[config.mk]
export PLATFORM = sky130hd
export DESIGN_NAME = grid_marker_id_decoder_core
export DESIGN_NICKNAME = d
export VERILOG_FILES = /design/src/hw/rtl/gmid_pkg.sv /design/src/hw/rtl/gmid_ctrl.sv /design/src/hw/rtl/gmid_datapath.sv /design/src/hw/rtl/grid_marker_id_decoder_core.sv
export SDC_FILE = /design/constraint.sdc
export NUM_CORES = 1
export LEC_CHECK = 0
export ABC_AREA = 1
export BUFFER_PORTS_ARGS = -buffer_cell sky130_fd_sc_hd__buf_2
export CAP_MARGIN = 15
export CORE_MARGIN = 8
export CORE_UTILIZATION = 40
export DETAILED_ROUTE_END_ITERATION = 16
export PLACE_DENSITY = 0.55
export SLEW_MARGIN = 30
export SYNTH_ARGS = -nofsm -noshare
export SYNTH_HDL_FRONTEND = slang
export SYNTH_SLANG_ARGS = --single-unit
[constraint.sdc]
create_clock -name i_clk -period 10.95 [get_ports i_clk]
set_input_delay 2.7375 -clock i_clk [delete_from_list [all_inputs] [get_ports i_clk]]
set_output_delay 2.7375 -clock i_clk [all_outputs]
set_load 0.01 [all_outputs]
[src/hw/rtl/gmid_pkg.sv]
// Shared types, status codes and defaults for the grid marker id decoder.
`timescale 1ns / 1ps

package gmid_pkg;

    // Grid geometry and field widths
    localparam int GRID_SIZE      = 7;
    localparam int CELL_COUNT     = GRID_SIZE * GRID_SIZE;
    localparam int AREA_WIDTH     = 10;
    localparam int STATUS_WIDTH   = 3;
    localparam int ORIENT_WIDTH   = 2;
    localparam int CODE_WIDTH     = 9;
    localparam int NUMBER_WIDTH   = 5;
    localparam int POS_WIDTH      = 3;

    // Default width of the light pixel count
    localparam int DEFAULT_COUNT_WIDTH = 10;

    // Cell area after reset
    localparam logic [AREA_WIDTH-1:0] AREA_RESET = 10'd49;

    // Result status codes
    typedef enum logic [STATUS_WIDTH-1:0] {
        ST_OK       = 3'd0,
        ST_BORDER   = 3'd1,
        ST_MULTI    = 3'd2,
        ST_BADRING  = 3'd3,
        ST_NOORIENT = 3'd4,
        ST_PARITY   = 3'd5,
        ST_ZERO     = 3'd6
    } t_status;

    // Orientation codes
    typedef enum logic [ORIENT_WIDTH-1:0] {
        OR_TOP    = 2'd0,
        OR_RIGHT  = 2'd1,
        OR_BOTTOM = 2'd2,
        OR_LEFT   = 2'd3
    } t_orient;

    // Controller state, one-hot
    typedef enum logic [1:0] {
        S_ACCEPT = 2'b01,
        S_DECODE = 2'b10
    } t_state;

    // Commands from the controller to the datapath
    typedef struct packed {
        logic store_cell;   // write the accepted word into the cell map
        logic load_result;  // decode the map into the output register
    } t_dp_cmd;

endpackage

[src/hw/rtl/gmid_ctrl.sv]
// Controller state machine: input and output handshakes, datapath commands.
`timescale 1ns / 1ps

module gmid_ctrl (
    input  logic              i_clk,
    input  logic              i_rst_n,
    input  logic              i_valid,
    output logic              o_ready,
    input  logic              i_final_cell,
    output logic              o_valid,
    input  logic              i_ready,
    output gmid_pkg::t_dp_cmd o_cmd
);

    gmid_pkg::t_state r_state, n_state;
    logic             r_out_valid, n_out_valid;
    logic             w_in_take;
    logic             w_load;

    // Take words only out of reset and while no decode is pending
    assign o_ready   = i_rst_n && (r_state == gmid_pkg::S_ACCEPT);
    assign w_in_take = i_valid && o_ready;

    // Load a result once the output register is free or being emptied
    assign w_load = (r_state == gmid_pkg::S_DECODE) && (!r_out_valid || i_ready);

    assign o_cmd.store_cell  = w_in_take;
    assign o_cmd.load_result = w_load;
    assign o_valid           = r_out_valid;

    // Next state and output valid flag
    always_comb begin
        n_state     = r_state;
        n_out_valid = r_out_valid;
        if (r_out_valid && i_ready) begin
            n_out_valid = 1'b0;
        end
        unique case (r_state)
            gmid_pkg::S_ACCEPT: begin
                if (w_in_take && i_final_cell) begin
                    n_state = gmid_pkg::S_DECODE;
                end
            end
            gmid_pkg::S_DECODE: begin
                if (w_load) begin
                    n_out_valid = 1'b1;
                    n_state     = gmid_pkg::S_ACCEPT;
                end
            end
            default: begin
                n_state = gmid_pkg::S_ACCEPT;
            end
        endcase
    end

    // Advance state
    always_ff @(posedge i_clk) begin
        if (!i_rst_n) begin
            r_state     <= gmid_pkg::S_ACCEPT;
            r_out_valid <= 1'b0;
        end else begin
            r_state     <= n_state;
            r_out_valid <= n_out_valid;
        end
    end

endmodule

[src/hw/rtl/gmid_datapath.sv]
// Datapath: cell area register, dark map, border flag, decode and result register.
`timescale 1ns / 1ps

module gmid_datapath #(
    parameter int COUNT_WIDTH = gmid_pkg::DEFAULT_COUNT_WIDTH
) (
    input  logic                                i_clk,
    input  logic                                i_rst_n,
    input  logic                                i_cfg_wr_en,
    input  logic [gmid_pkg::AREA_WIDTH-1:0]     i_cfg_wr_data,
    input  gmid_pkg::t_dp_cmd                   i_cmd,
    input  logic [gmid_pkg::POS_WIDTH-1:0]      i_cell_column,
    input  logic [gmid_pkg::POS_WIDTH-1:0]      i_cell_row,
    input  logic [COUNT_WIDTH-1:0]              i_light_count,
    output logic [gmid_pkg::STATUS_WIDTH-1:0]   o_status,
    output logic [gmid_pkg::ORIENT_WIDTH-1:0]   o_orientation,
    output logic [gmid_pkg::CODE_WIDTH-1:0]     o_code_word,
    output logic [gmid_pkg::NUMBER_WIDTH-1:0]   o_marker_number
);

    localparam int AW     = gmid_pkg::AREA_WIDTH;
    localparam int CW     = gmid_pkg::CODE_WIDTH;
    localparam int NCELL  = gmid_pkg::CELL_COUNT;
    localparam int GS     = gmid_pkg::GRID_SIZE;
    localparam int MAXW   = (COUNT_WIDTH > AW) ? COUNT_WIDTH : AW;
    localparam int CMPW   = MAXW + 3;
    localparam int IDXW   = $clog2(NCELL);
    localparam int NRING  = 16;

    // Inner ring in scan order: column by column, top to bottom
    localparam int RING_X [NRING] = '{1, 1, 1, 1, 1, 2, 2, 3, 3, 4, 4, 5, 5, 5, 5, 5};
    localparam int RING_Y [NRING] = '{1, 2, 3, 4, 5, 1, 5, 1, 5, 1, 5, 1, 2, 3, 4, 5};
    localparam int RI_LEFT   = 2;
    localparam int RI_TOP    = 7;
    localparam int RI_BOTTOM = 8;
    localparam int RI_RIGHT  = 13;
    localparam logic [NRING-1:0] ORIENT_MASK =
        (NRING'(1) << RI_LEFT) | (NRING'(1) << RI_TOP) |
        (NRING'(1) << RI_BOTTOM) | (NRING'(1) << RI_RIGHT);

    // Parity group masks
    localparam logic [CW-1:0] PAR_A = 9'd341;
    localparam logic [CW-1:0] PAR_B = 9'd102;
    localparam logic [CW-1:0] PAR_C = 9'd120;
    localparam logic [CW-1:0] PAR_D = 9'd384;

    logic [AW-1:0]    r_cell_area;
    logic [NCELL-1:0] r_dark_map, n_dark_map;
    logic             r_border_fault, n_border_fault;

    logic                                 w_in_grid;
    logic                                 w_on_border;
    logic [IDXW-1:0]                      w_cell_idx;
    logic [CMPW-1:0]                      w_cnt_ext;
    logic [CMPW-1:0]                      w_half_area;
    logic [CMPW-1:0]                      w_cnt_x4;
    logic [CMPW-1:0]                      w_area_x3;
    logic                                 w_is_dark;
    logic                                 w_too_light;

    logic [NRING-1:0]                     w_ring;
    logic [NRING-1:0]                     w_first;
    logic                                 w_multi;
    logic [CW-1:0]                        w_code_top, w_code_right;
    logic [CW-1:0]                        w_code_bottom, w_code_left;
    logic [CW-1:0]                        w_code;
    logic [gmid_pkg::ORIENT_WIDTH-1:0]    w_orient;
    logic                                 w_parity_ok;
    logic [gmid_pkg::NUMBER_WIDTH-1:0]    w_number;
    logic [gmid_pkg::STATUS_WIDTH-1:0]    w_status;
    logic [gmid_pkg::ORIENT_WIDTH-1:0]    w_orient_out;
    logic [CW-1:0]                        w_code_out;
    logic [gmid_pkg::NUMBER_WIDTH-1:0]    w_number_out;

    function automatic logic [gmid_pkg::POS_WIDTH-1:0] POS_LIMIT();
        return gmid_pkg::POS_WIDTH'(GS);
    endfunction

    function automatic logic [gmid_pkg::POS_WIDTH-1:0] POS_EDGE();
        return gmid_pkg::POS_WIDTH'(GS - 1);
    endfunction

    // Classify the incoming cell
    assign w_in_grid   = (i_cell_column < POS_LIMIT()) && (i_cell_row < POS_LIMIT());
    assign w_on_border = (i_cell_column == '0) || (i_cell_row == '0) ||
                         (i_cell_column == POS_EDGE()) || (i_cell_row == POS_EDGE());
    assign w_cell_idx  = IDXW'(i_cell_row) * IDXW'(GS) + IDXW'(i_cell_column);
    assign w_cnt_ext   = CMPW'(i_light_count);
    assign w_half_area = CMPW'(r_cell_area >> 1);
    assign w_cnt_x4    = w_cnt_ext << 2;
    assign w_area_x3   = (CMPW'(r_cell_area) << 1) + CMPW'(r_cell_area);
    assign w_is_dark   = (w_cnt_ext < w_half_area);
    assign w_too_light = (w_cnt_x4 > w_area_x3);

    // Update the dark map and border flag
    always_comb begin
        n_dark_map     = r_dark_map;
        n_border_fault = r_border_fault;
        if (i_cmd.load_result) begin
            n_border_fault = 1'b0;
        end
        if (i_cmd.store_cell && w_in_grid) begin
            n_dark_map[w_cell_idx] = w_is_dark;
            if (w_on_border && w_too_light) begin
                n_border_fault = 1'b1;
            end
        end
    end

    // Gather the inner ring and read the code in all four rotations
    always_comb begin
        for (int k = 0; k < NRING; k++) begin
            w_ring[k] = r_dark_map[RING_Y[k] * GS + RING_X[k]];
        end
        for (int a = 0; a < 3; a++) begin
            for (int b = 0; b < 3; b++) begin
                w_code_top[8 - (a * 3 + b)]    = r_dark_map[(2 + a) * GS + (2 + b)];
                w_code_right[8 - (a * 3 + b)]  = r_dark_map[(2 + b) * GS + (4 - a)];
                w_code_bottom[8 - (a * 3 + b)] = r_dark_map[(4 - a) * GS + (4 - b)];
                w_code_left[8 - (a * 3 + b)]   = r_dark_map[(4 - b) * GS + (2 + a)];
            end
        end
    end

    // First dark ring cell and whether there is more than one
    assign w_first = w_ring & (~w_ring + NRING'(1));
    assign w_multi = (w_ring & (w_ring - NRING'(1))) != '0;

    // Pick the orientation from the first dark ring cell
    always_comb begin
        priority if (w_first[RI_RIGHT]) begin
            w_orient = gmid_pkg::OR_RIGHT;
            w_code   = w_code_right;
        end else if (w_first[RI_BOTTOM]) begin
            w_orient = gmid_pkg::OR_BOTTOM;
            w_code   = w_code_bottom;
        end else if (w_first[RI_LEFT]) begin
            w_orient = gmid_pkg::OR_LEFT;
            w_code   = w_code_left;
        end else begin
            w_orient = gmid_pkg::OR_TOP;
            w_code   = w_code_top;
        end
    end

    assign w_parity_ok = !(^(w_code & PAR_A)) && !(^(w_code & PAR_B)) &&
                         !(^(w_code & PAR_C)) && !(^(w_code & PAR_D));
    assign w_number    = {w_code[8], w_code[6:4], w_code[2]};

    // Decide status in check order
    always_comb begin
        w_orient_out = '0;
        w_code_out   = '0;
        w_number_out = '0;
        priority if (r_border_fault) begin
            w_status = gmid_pkg::ST_BORDER;
        end else if (w_ring == '0) begin
            w_status = gmid_pkg::ST_NOORIENT;
        end else if ((w_first & ~ORIENT_MASK) != '0) begin
            w_status = gmid_pkg::ST_BADRING;
        end else if (w_multi) begin
            w_status = gmid_pkg::ST_MULTI;
        end else begin
            w_orient_out = w_orient;
            w_code_out   = w_code;
            priority if (!w_parity_ok) begin
                w_status = gmid_pkg::ST_PARITY;
            end else if (w_number == '0) begin
                w_status = gmid_pkg::ST_ZERO;
            end else begin
                w_status     = gmid_pkg::ST_OK;
                w_number_out = w_number;
            end
        end
    end

    // Control state: area register, dark map, border flag
    always_ff @(posedge i_clk) begin
        if (!i_rst_n) begin
            r_cell_area    <= gmid_pkg::AREA_RESET;
            r_dark_map     <= '0;
            r_border_fault <= 1'b0;
        end else begin
            if (i_cfg_wr_en) begin
                r_cell_area <= i_cfg_wr_data;
            end
            r_dark_map     <= n_dark_map;
            r_border_fault <= n_border_fault;
        end
    end

    // Hold the result word until the next decode
    always_ff @(posedge i_clk) begin
        if (i_cmd.load_result) begin
            o_status        <= w_status;
            o_orientation   <= w_orient_out;
            o_code_word     <= w_code_out;
            o_marker_number <= w_number_out;
        end
    end

endmodule

[src/hw/rtl/grid_marker_id_decoder_core.sv]
// Top level of the 7x7 grid marker id decoder: controller plus datapath.
//
// Usage:
//   Input channel (i_valid / o_ready) carries one cell word per grid cell:
//   column, row, light pixel count and a final flag. Words with column or
//   row 7 change nothing but still trigger a decode when final.
//   Output channel (o_valid / i_ready) carries one result word per final
//   cell: status, orientation, raw 9-bit code and the 5-bit marker number.
//   Config: i_cfg_wr_en writes i_cfg_wr_data into the cell area register
//   at once; write it only while the block is idle.
//   Throughput: non-final words are taken one per cycle while no decode is
//   pending. After a final word the block enters the decode state, which
//   loads the decoded result into the output register from the registered
//   dark map once that register is free or being emptied; o_valid rises
//   then, and no words are taken in the decode state.
//   Stall: while a result waits, further non-final words are still taken;
//   a following final word holds in the decode state until the pending
//   result is taken, and o_ready stays low meanwhile.
//   Reset: cell area goes to 49, the dark map and border flag clear, and
//   no result is pending.
`timescale 1ns / 1ps

module grid_marker_id_decoder_core #(
    parameter int COUNT_WIDTH = gmid_pkg::DEFAULT_COUNT_WIDTH
) (
    input  logic                                i_clk,
    input  logic                                i_rst_n,
    input  logic                                i_cfg_wr_en,
    input  logic [gmid_pkg::AREA_WIDTH-1:0]     i_cfg_wr_data,
    input  logic                                i_valid,
    output logic                                o_ready,
    input  logic [gmid_pkg::POS_WIDTH-1:0]      i_cell_column,
    input  logic [gmid_pkg::POS_WIDTH-1:0]      i_cell_row,
    input  logic [COUNT_WIDTH-1:0]              i_light_count,
    input  logic                                i_final_cell,
    output logic                                o_valid,
    input  logic                                i_ready,
    output logic [gmid_pkg::STATUS_WIDTH-1:0]   o_status,
    output logic [gmid_pkg::ORIENT_WIDTH-1:0]   o_orientation,
    output logic [gmid_pkg::CODE_WIDTH-1:0]     o_code_word,
    output logic [gmid_pkg::NUMBER_WIDTH-1:0]   o_marker_number
);

    gmid_pkg::t_dp_cmd w_cmd;

    // Sequence the handshakes
    gmid_ctrl u_ctrl (
        .i_clk        (i_clk),
        .i_rst_n      (i_rst_n),
        .i_valid      (i_valid),
        .o_ready      (o_ready),
        .i_final_cell (i_final_cell),
        .o_valid      (o_valid),
        .i_ready      (i_ready),
        .o_cmd        (w_cmd)
    );

    // Store cells and decode
    gmid_datapath #(
        .COUNT_WIDTH (COUNT_WIDTH)
    ) u_datapath (
        .i_clk           (i_clk),
        .i_rst_n         (i_rst_n),
        .i_cfg_wr_en     (i_cfg_wr_en),
        .i_cfg_wr_data   (i_cfg_wr_data),
        .i_cmd           (w_cmd),
        .i_cell_column   (i_cell_column),
        .i_cell_row      (i_cell_row),
        .i_light_count   (i_light_count),
        .o_status        (o_status),
        .o_orientation   (o_orientation),
        .o_code_word     (o_code_word),
        .o_marker_number (o_marker_number)
    );

endmodule

# Word-level counts from Yosys, hierarchy flattened
# Index checks and enable logic that the tools add are counted.
# W data, S select, Z words.
[totals]
register_bits = 82
latch_bits = 0
ram_bits = 0
rom_bits = 0
input_bits = 32
output_inout_bits = 21
word_cells = 91
n_memories = 0
[classes]
addsub = 4
n_mul = 1
div_mod_pow = 0
order_cmp = 6
n_eq_ne = 6
shifts = 0
mux = 23
n_bitwise = 4
n_reduce_logical = 36
[ops]
columns = ["op", "n"]
rows = [
  ["$bwmux W49", 1],
  ["$reduce_xor A9 Y1", 4],
  ["$and A16 B16 Y16", 2],
  ["$reduce_bool A16 Y1", 2],
  ["$mux W9", 3],
  ["$add A16 B1 Y16 const B", 1],
  ["$logic_not A16 Y1", 1],
  ["$not A16 Y16", 1],
  ["$sub A16 B1 Y16 const B", 1],
  ["$mux W3", 5],
  ["$gt A12 B13 Y1", 1],
  ["$add A11 B10 Y12", 1],
  ["$logic_and A1 B1 Y1", 12],
  ["$lt A10 B9 Y1", 1],
  ["$mux W1", 8],
  ["$mux W2", 4],
  ["$lt A6 B7 Y1 const B", 1],
  ["$add A6 B3 Y6", 1],
  ["$demux W1 S6", 1],
  ["$eq A3 B3 Y1 const B", 2],
  ["$ge A6 B1 Y1 const B", 1],
  ["$logic_not A3 Y1", 2],
  ["$lt A3 B3 Y1 const B", 2],
  ["$mul A3 B3 Y6 const B", 1],
  ["14 further kinds", 21],
]

# Logic depth before layout (Yosys ltp)
[depth]
ltp_word = 15
mapped_depth = 19

# Cells and area by module
# A second synthesis with hierarchy kept.
[unflattened]
hier_cells = 605
hier_area_um2 = 4543.1
[by_module_without_submodules]
columns = ["mod", "n_inst", "cells_per_inst", "area_per_inst_um2"]
rows = [
  ["gmid_datapath", 1, 584, 4370.4],
  ["gmid_ctrl", 1, 21, 172.7],
]

# Least setup slack after synthesis
# OpenSTA, ideal clock, no wires.
[synth_path]
path_type = "input to output"
from = "in i_rst_n"
to = "out o_ready"
arrival_time_ns = 3.015
t_required_ns = 8.213
slack_ns = 5.197
stages = 2
n_path_buf = 0
cell_sequence = "inv_2 nor3_2"
[synth_between]
elab_chain_cells = 1
[synth_lines]
columns = ["element", "line", "text"]
rows = [
  ["from (decl)", "grid_marker_id_decoder_core.sv:27", "input logic i_rst_n,"],
  ["$logic_and A1 B1 Y1", "gmid_ctrl.sv:21", "assign o_ready = i_rst_n && (r_state == gmid_pkg::S_ACCEPT);"],
  ["to (decl)", "grid_marker_id_decoder_core.sv:31", "output logic o_ready,"],
]
# No other way between the ends.

# Worst setup path in the final report
# Ends and elaborated chain as after synthesis.

==> impl_summary.txt <==
----------------------------------------------------
[Yosys]
  Area fraction of the dominant cell type after synthesis ... 0.176
  Netlist Area Pre-Place ... 4430 um^2
  Post-synth top area cell ... sky130_fd_sc_hd__dfxtp_1
  Nets in the synthesized netlist ... 667
  Library cells used by synthesis ... 48
  Count of flip-flops with a built-in enable after synthesis ... 19
  Synthesis-stage register bit count ... 58
  Portion of the post-synthesis area used by sequential elements ... 0.305
  Instance count of the mapped netlist ... 587
  Ranking of synthesized cells by area ... sky130_fd_sc_hd__dfxtp_1, sky130_fd_sc_hd__edfxtp_1, sky130_fd_sc_hd__ha_1
  Number of warning messages in the yosys log ... 0
  Async set or reset register ratio after synthesis ... 0
  Top FF cell, synth ... sky130_fd_sc_hd__dfxtp_1
  Avg Synthesized Cell Area ... 7.55 um^2

[STA]
  Final slew viol count ... 0
  Setup repair after global routing missed its margin ... no
  Setup ws final ... 4.56 ns
  Min Tclk post-route ... 6.39 ns
  Post-Route Skew ... 0.0182 ns
  Number of failing setup endpoints in the final timing report ... 0
  Final hold slack ... 0.502 ns
  Final Cycle Share ... 0.584
  Transition time of the tightest slew-check pin ... 0.830 ns
  Sum Neg Setup Slack ... 0 ns
  Max-Slew Margin vs Limit ... 0.445
  Final number of hold-violating endpoints ... 0
  Upper clock frequency limit ... 156 MHz

[Final layout]
  Area of the multi-input gates ... 2680 um^2
  Number of filler cells placed in the layout ... 1,116
  Combined flip-flop and latch cell area ... 1350 um^2
  Total Nets Final ... 715
  Number of inserted diodes ... 0
  Fraction of final layout cells with drive strength greater than 1 ... 0.159
  Design Area, Final ... 5010 um^2
  Area Overhead vs Synth ... 13.0%

[Setup path]
  Critical path origin ... i_rst_n
  Capture point of the worst path ... o_ready
  Worst Path Max Fanout ... 28
  Reg-to-reg setup timing slack ... 7.87 ns
  Origin of the critical flop-to-flop path ... u_datapath.r_cell_area[1]
  Number of cells on the worst reg-to-reg path ... 16
  Type of element capturing the critical path ... output port
  Required time at the endpoint of the critical path ... 8.21 ns
  Worst Path Class, Setup ... in -> out
  Worst setup SP type ... primary input
  Data arrival time of the critical path ... 3.65 ns
  Worst reg2reg path endpoint ... u_datapath.r_border_fault

[Worst hold path]
  Path category of the worst min-delay check ... reg -> reg
  Min-Delay Path Depth ... 2
  Worst Min Path Start ... u_datapath.r_border_fault

[GRT]
  Initial antenna violation count ... 0
  Routing layer with the top usage in global route ... met2
  Met1 track demand over resource ... 0.190
  Met2 layer usage reported by global route ... 0.252
  M3 GR Usage ... 0.0302
  First-pass GRT wire length ... 18.4 mm
  Total Routing Usage GR ... 0.153
  Largest net degree at the start of global routing ... 29
  Congestion Overflow GR ... 0
  Via count of the first global-routing pass ... 3,874

[Routing]
  Number of design-rule violations left by the first detailed-router iteration ... 324
  Per-cell via count in the routed design ... 5.12
  Average routed wire per standard cell ... 14.0 um
  Final routed wirelength across all metal layers ... 10.9 mm
  Number of optimization iterations in the first detailed-route pass ... 4
  Number of nets still failing antenna checks after routing ... 0
  Post-route DRC violation count ... 0
  Vias after detailed routing ... 3,992

[Clock network]
  Setup fix buffers added after clock tree synthesis ... 0
  Hold_buf cts ... 0
  Clock-pin slew reported for the worst setup and hold paths after clock tree synthesis ... 0.08 ns
  Clock tree root buffer cell ... sky130_fd_sc_hd__clkbuf_8
  CTS resizes ... 0
  Worst-Skew Late Latency ... 0.35 ns
  Maximum count of clock buffers along a single path ... 2
  TritonCTS clock tree ... yes
  Clock sink count ... 58
  Number of levels the H-tree was split into ... 3
  Inserted Clock Buffers ... 9

[Pwr]
  Pwr per Cell Area ... 122 nW/um^2
  Leakage power of the design ... 0.00228 uW
  Highest ir drop seen on vdd ... 0.0497 mV

[Placed design]
  Total cell area at the placement stage ... 4780 um^2
  Half-perimeter wire length after placement ... 8.52 mm
  Number of buffers inserted by port buffering ... 52
  Worst-case setup slack after placement ... 4.56 ns
  Gp weighted congestion ... 0.838

[Floorplanning]
  Floorplan core area ... 10,800 um^2
  Die Area ... 14,700 um^2
  Number of cell rows ... 38
  Chip Width ... 121 um
  Initial Util ... 0.409
  Die H ... 121 um
  Top Ports ... 53

[Job]
  Max_cap viols ... 0

[Run status]
  Run status ... finished, final reports clean

----------------------------------------------------
## area by class of cell
class / count / area share
clock buffer: 10 / 0.0275
inverter: 82 / 0.0620
tap: 140 / 0.0350
timing repair buffer: 53 / 0.0535
multi-input combinational: 431 / 0.534
sequential: 58 / 0.270
clock inverter: 6 / 0.0180
## placed cells by master, fill, tap and decap left out, types with 3 or more instances in the layout
cell type and count:
sky130_fd_sc_hd__xnor2_1 5, sky130_fd_sc_hd__nor3_2 6, sky130_fd_sc_hd__a21oi_1 59, sky130_fd_sc_hd__nor4_1 3
sky130_fd_sc_hd__nand3_1 31, sky130_fd_sc_hd__inv_1 79, sky130_fd_sc_hd__nor2_2 6, sky130_fd_sc_hd__nand2_1 118
sky130_fd_sc_hd__fa_1 5, sky130_fd_sc_hd__o21ai_0 30, sky130_fd_sc_hd__o21ai_1 3, sky130_fd_sc_hd__dfxtp_1 39
sky130_fd_sc_hd__nor2_4 4, sky130_fd_sc_hd__nand2_2 5, sky130_fd_sc_hd__ha_1 43, sky130_fd_sc_hd__a31oi_1 6
sky130_fd_sc_hd__a311oi_1 21, sky130_fd_sc_hd__nor3_1 5, sky130_fd_sc_hd__edfxtp_1 19, sky130_fd_sc_hd__nor2_1 46
sky130_fd_sc_hd__buf_2 52, sky130_fd_sc_hd__xor2_1 7, sky130_fd_sc_hd__clkbuf_8 10
## synthesized netlist by cell type (2+ instances only)
cell type,number
sky130_fd_sc_hd__nand2_1,118
sky130_fd_sc_hd__inv_1,79
sky130_fd_sc_hd__a21oi_1,59
sky130_fd_sc_hd__nor2_1,46
sky130_fd_sc_hd__ha_1,43
sky130_fd_sc_hd__dfxtp_1,39
sky130_fd_sc_hd__nand3_1,31
sky130_fd_sc_hd__o21ai_0,30
sky130_fd_sc_hd__a311oi_1,21
sky130_fd_sc_hd__edfxtp_1,19
sky130_fd_sc_hd__clkbuf_1,8
sky130_fd_sc_hd__xor2_1,7
sky130_fd_sc_hd__a31oi_1,6
sky130_fd_sc_hd__nor2_2,6
sky130_fd_sc_hd__nor3_2,6
sky130_fd_sc_hd__fa_1,5
sky130_fd_sc_hd__nand2_2,5
sky130_fd_sc_hd__nor3_1,5
sky130_fd_sc_hd__xnor2_1,5
sky130_fd_sc_hd__buf_6,4
sky130_fd_sc_hd__nor2_4,4
sky130_fd_sc_hd__nor4_1,3
sky130_fd_sc_hd__o21ai_1,3
sky130_fd_sc_hd__a21boi_0,2
sky130_fd_sc_hd__and3_1,2
sky130_fd_sc_hd__buf_2,2
sky130_fd_sc_hd__nand2_4,2
sky130_fd_sc_hd__nand3_4,2
sky130_fd_sc_hd__nand3b_1,2
sky130_fd_sc_hd__nand4_1,2
sky130_fd_sc_hd__o21ai_2,2
sky130_fd_sc_hd__o21bai_1,2
sky130_fd_sc_hd__o31ai_1,2
## flip-flops by register name, summed over array words and instances, names as in the netlist
signal	count
u_datapath.r_cell_area	10
u_ctrl.o_valid	1
u_datapath.r_dark_map	25
u_datapath.o_status	3
u_ctrl.r_state	2
u_datapath.o_marker_number	5
u_datapath.o_code_word	9
u_datapath.o_orientation	2
u_datapath.r_border_fault	1
## per-stage QoR
| step | utilization | instances | total power (uW) |
|---|---|---|---|
| 3_5_place_dp | 0.441 | 764 | 386 |
| 5_1_grt | 0.462 | 780 | 648 |
| 3_3_place_gp | 0.441 | 764 | 383 |
| 2_1_floorplan | - | 587 | 350 |
| 4_1_cts | 0.462 | 780 | 617 |
| 6_report | 0.462 | 780 | 612 |
## layer usage
layer,part of all wire,vias up
met3,0.045,12
met5,0,-
met2,0.47,67
li1,-,2088
met4,0.016,0
met1,0.47,1825
## how the worst min path moves through the flow
stage / to / slack, ns
after global placement: u_datapath.r_border_fault / 0.49
final: u_datapath.r_border_fault / 0.50
after floorplan: u_datapath.r_border_fault / 0.47
after global routing: u_datapath.r_border_fault / 0.56
after detailed placement: u_datapath.r_border_fault / 0.49
after CTS: u_datapath.r_border_fault / 0.50
## where the power goes
| group | switching (uW) | leakage [uW] | total [uW] | internal (uW) |
|---|---|---|---|---|
| clock network | 94.9 | 0.000112 | 230 | 135 |
| registers | 4.23 | 0.000495 | 229 | 225 |
| logic | 101 | 0.00167 | 153 | 52.2 |
| total | 200 | 0.00228 | 612 | 412 |
## cell families after synthesis
logic type | after synthesis | synth area share
compound gates | 134 | 0.181
xor+xnor | 12 | 0.0237
fa+ha+maj | 48 | 0.144
buf+inv | 98 | 0.0917
flops | 58 | 0.305
simple gates | 237 | 0.255
## worst max-delay path, stage by stage
cell and delay, ns:
sky130_fd_sc_hd__buf_2 0.22, sky130_fd_sc_hd__inv_2 0.25, sky130_fd_sc_hd__nor3_2 0.25, sky130_fd_sc_hd__buf_2 0.19
Power figures use the tool's default switching activity.
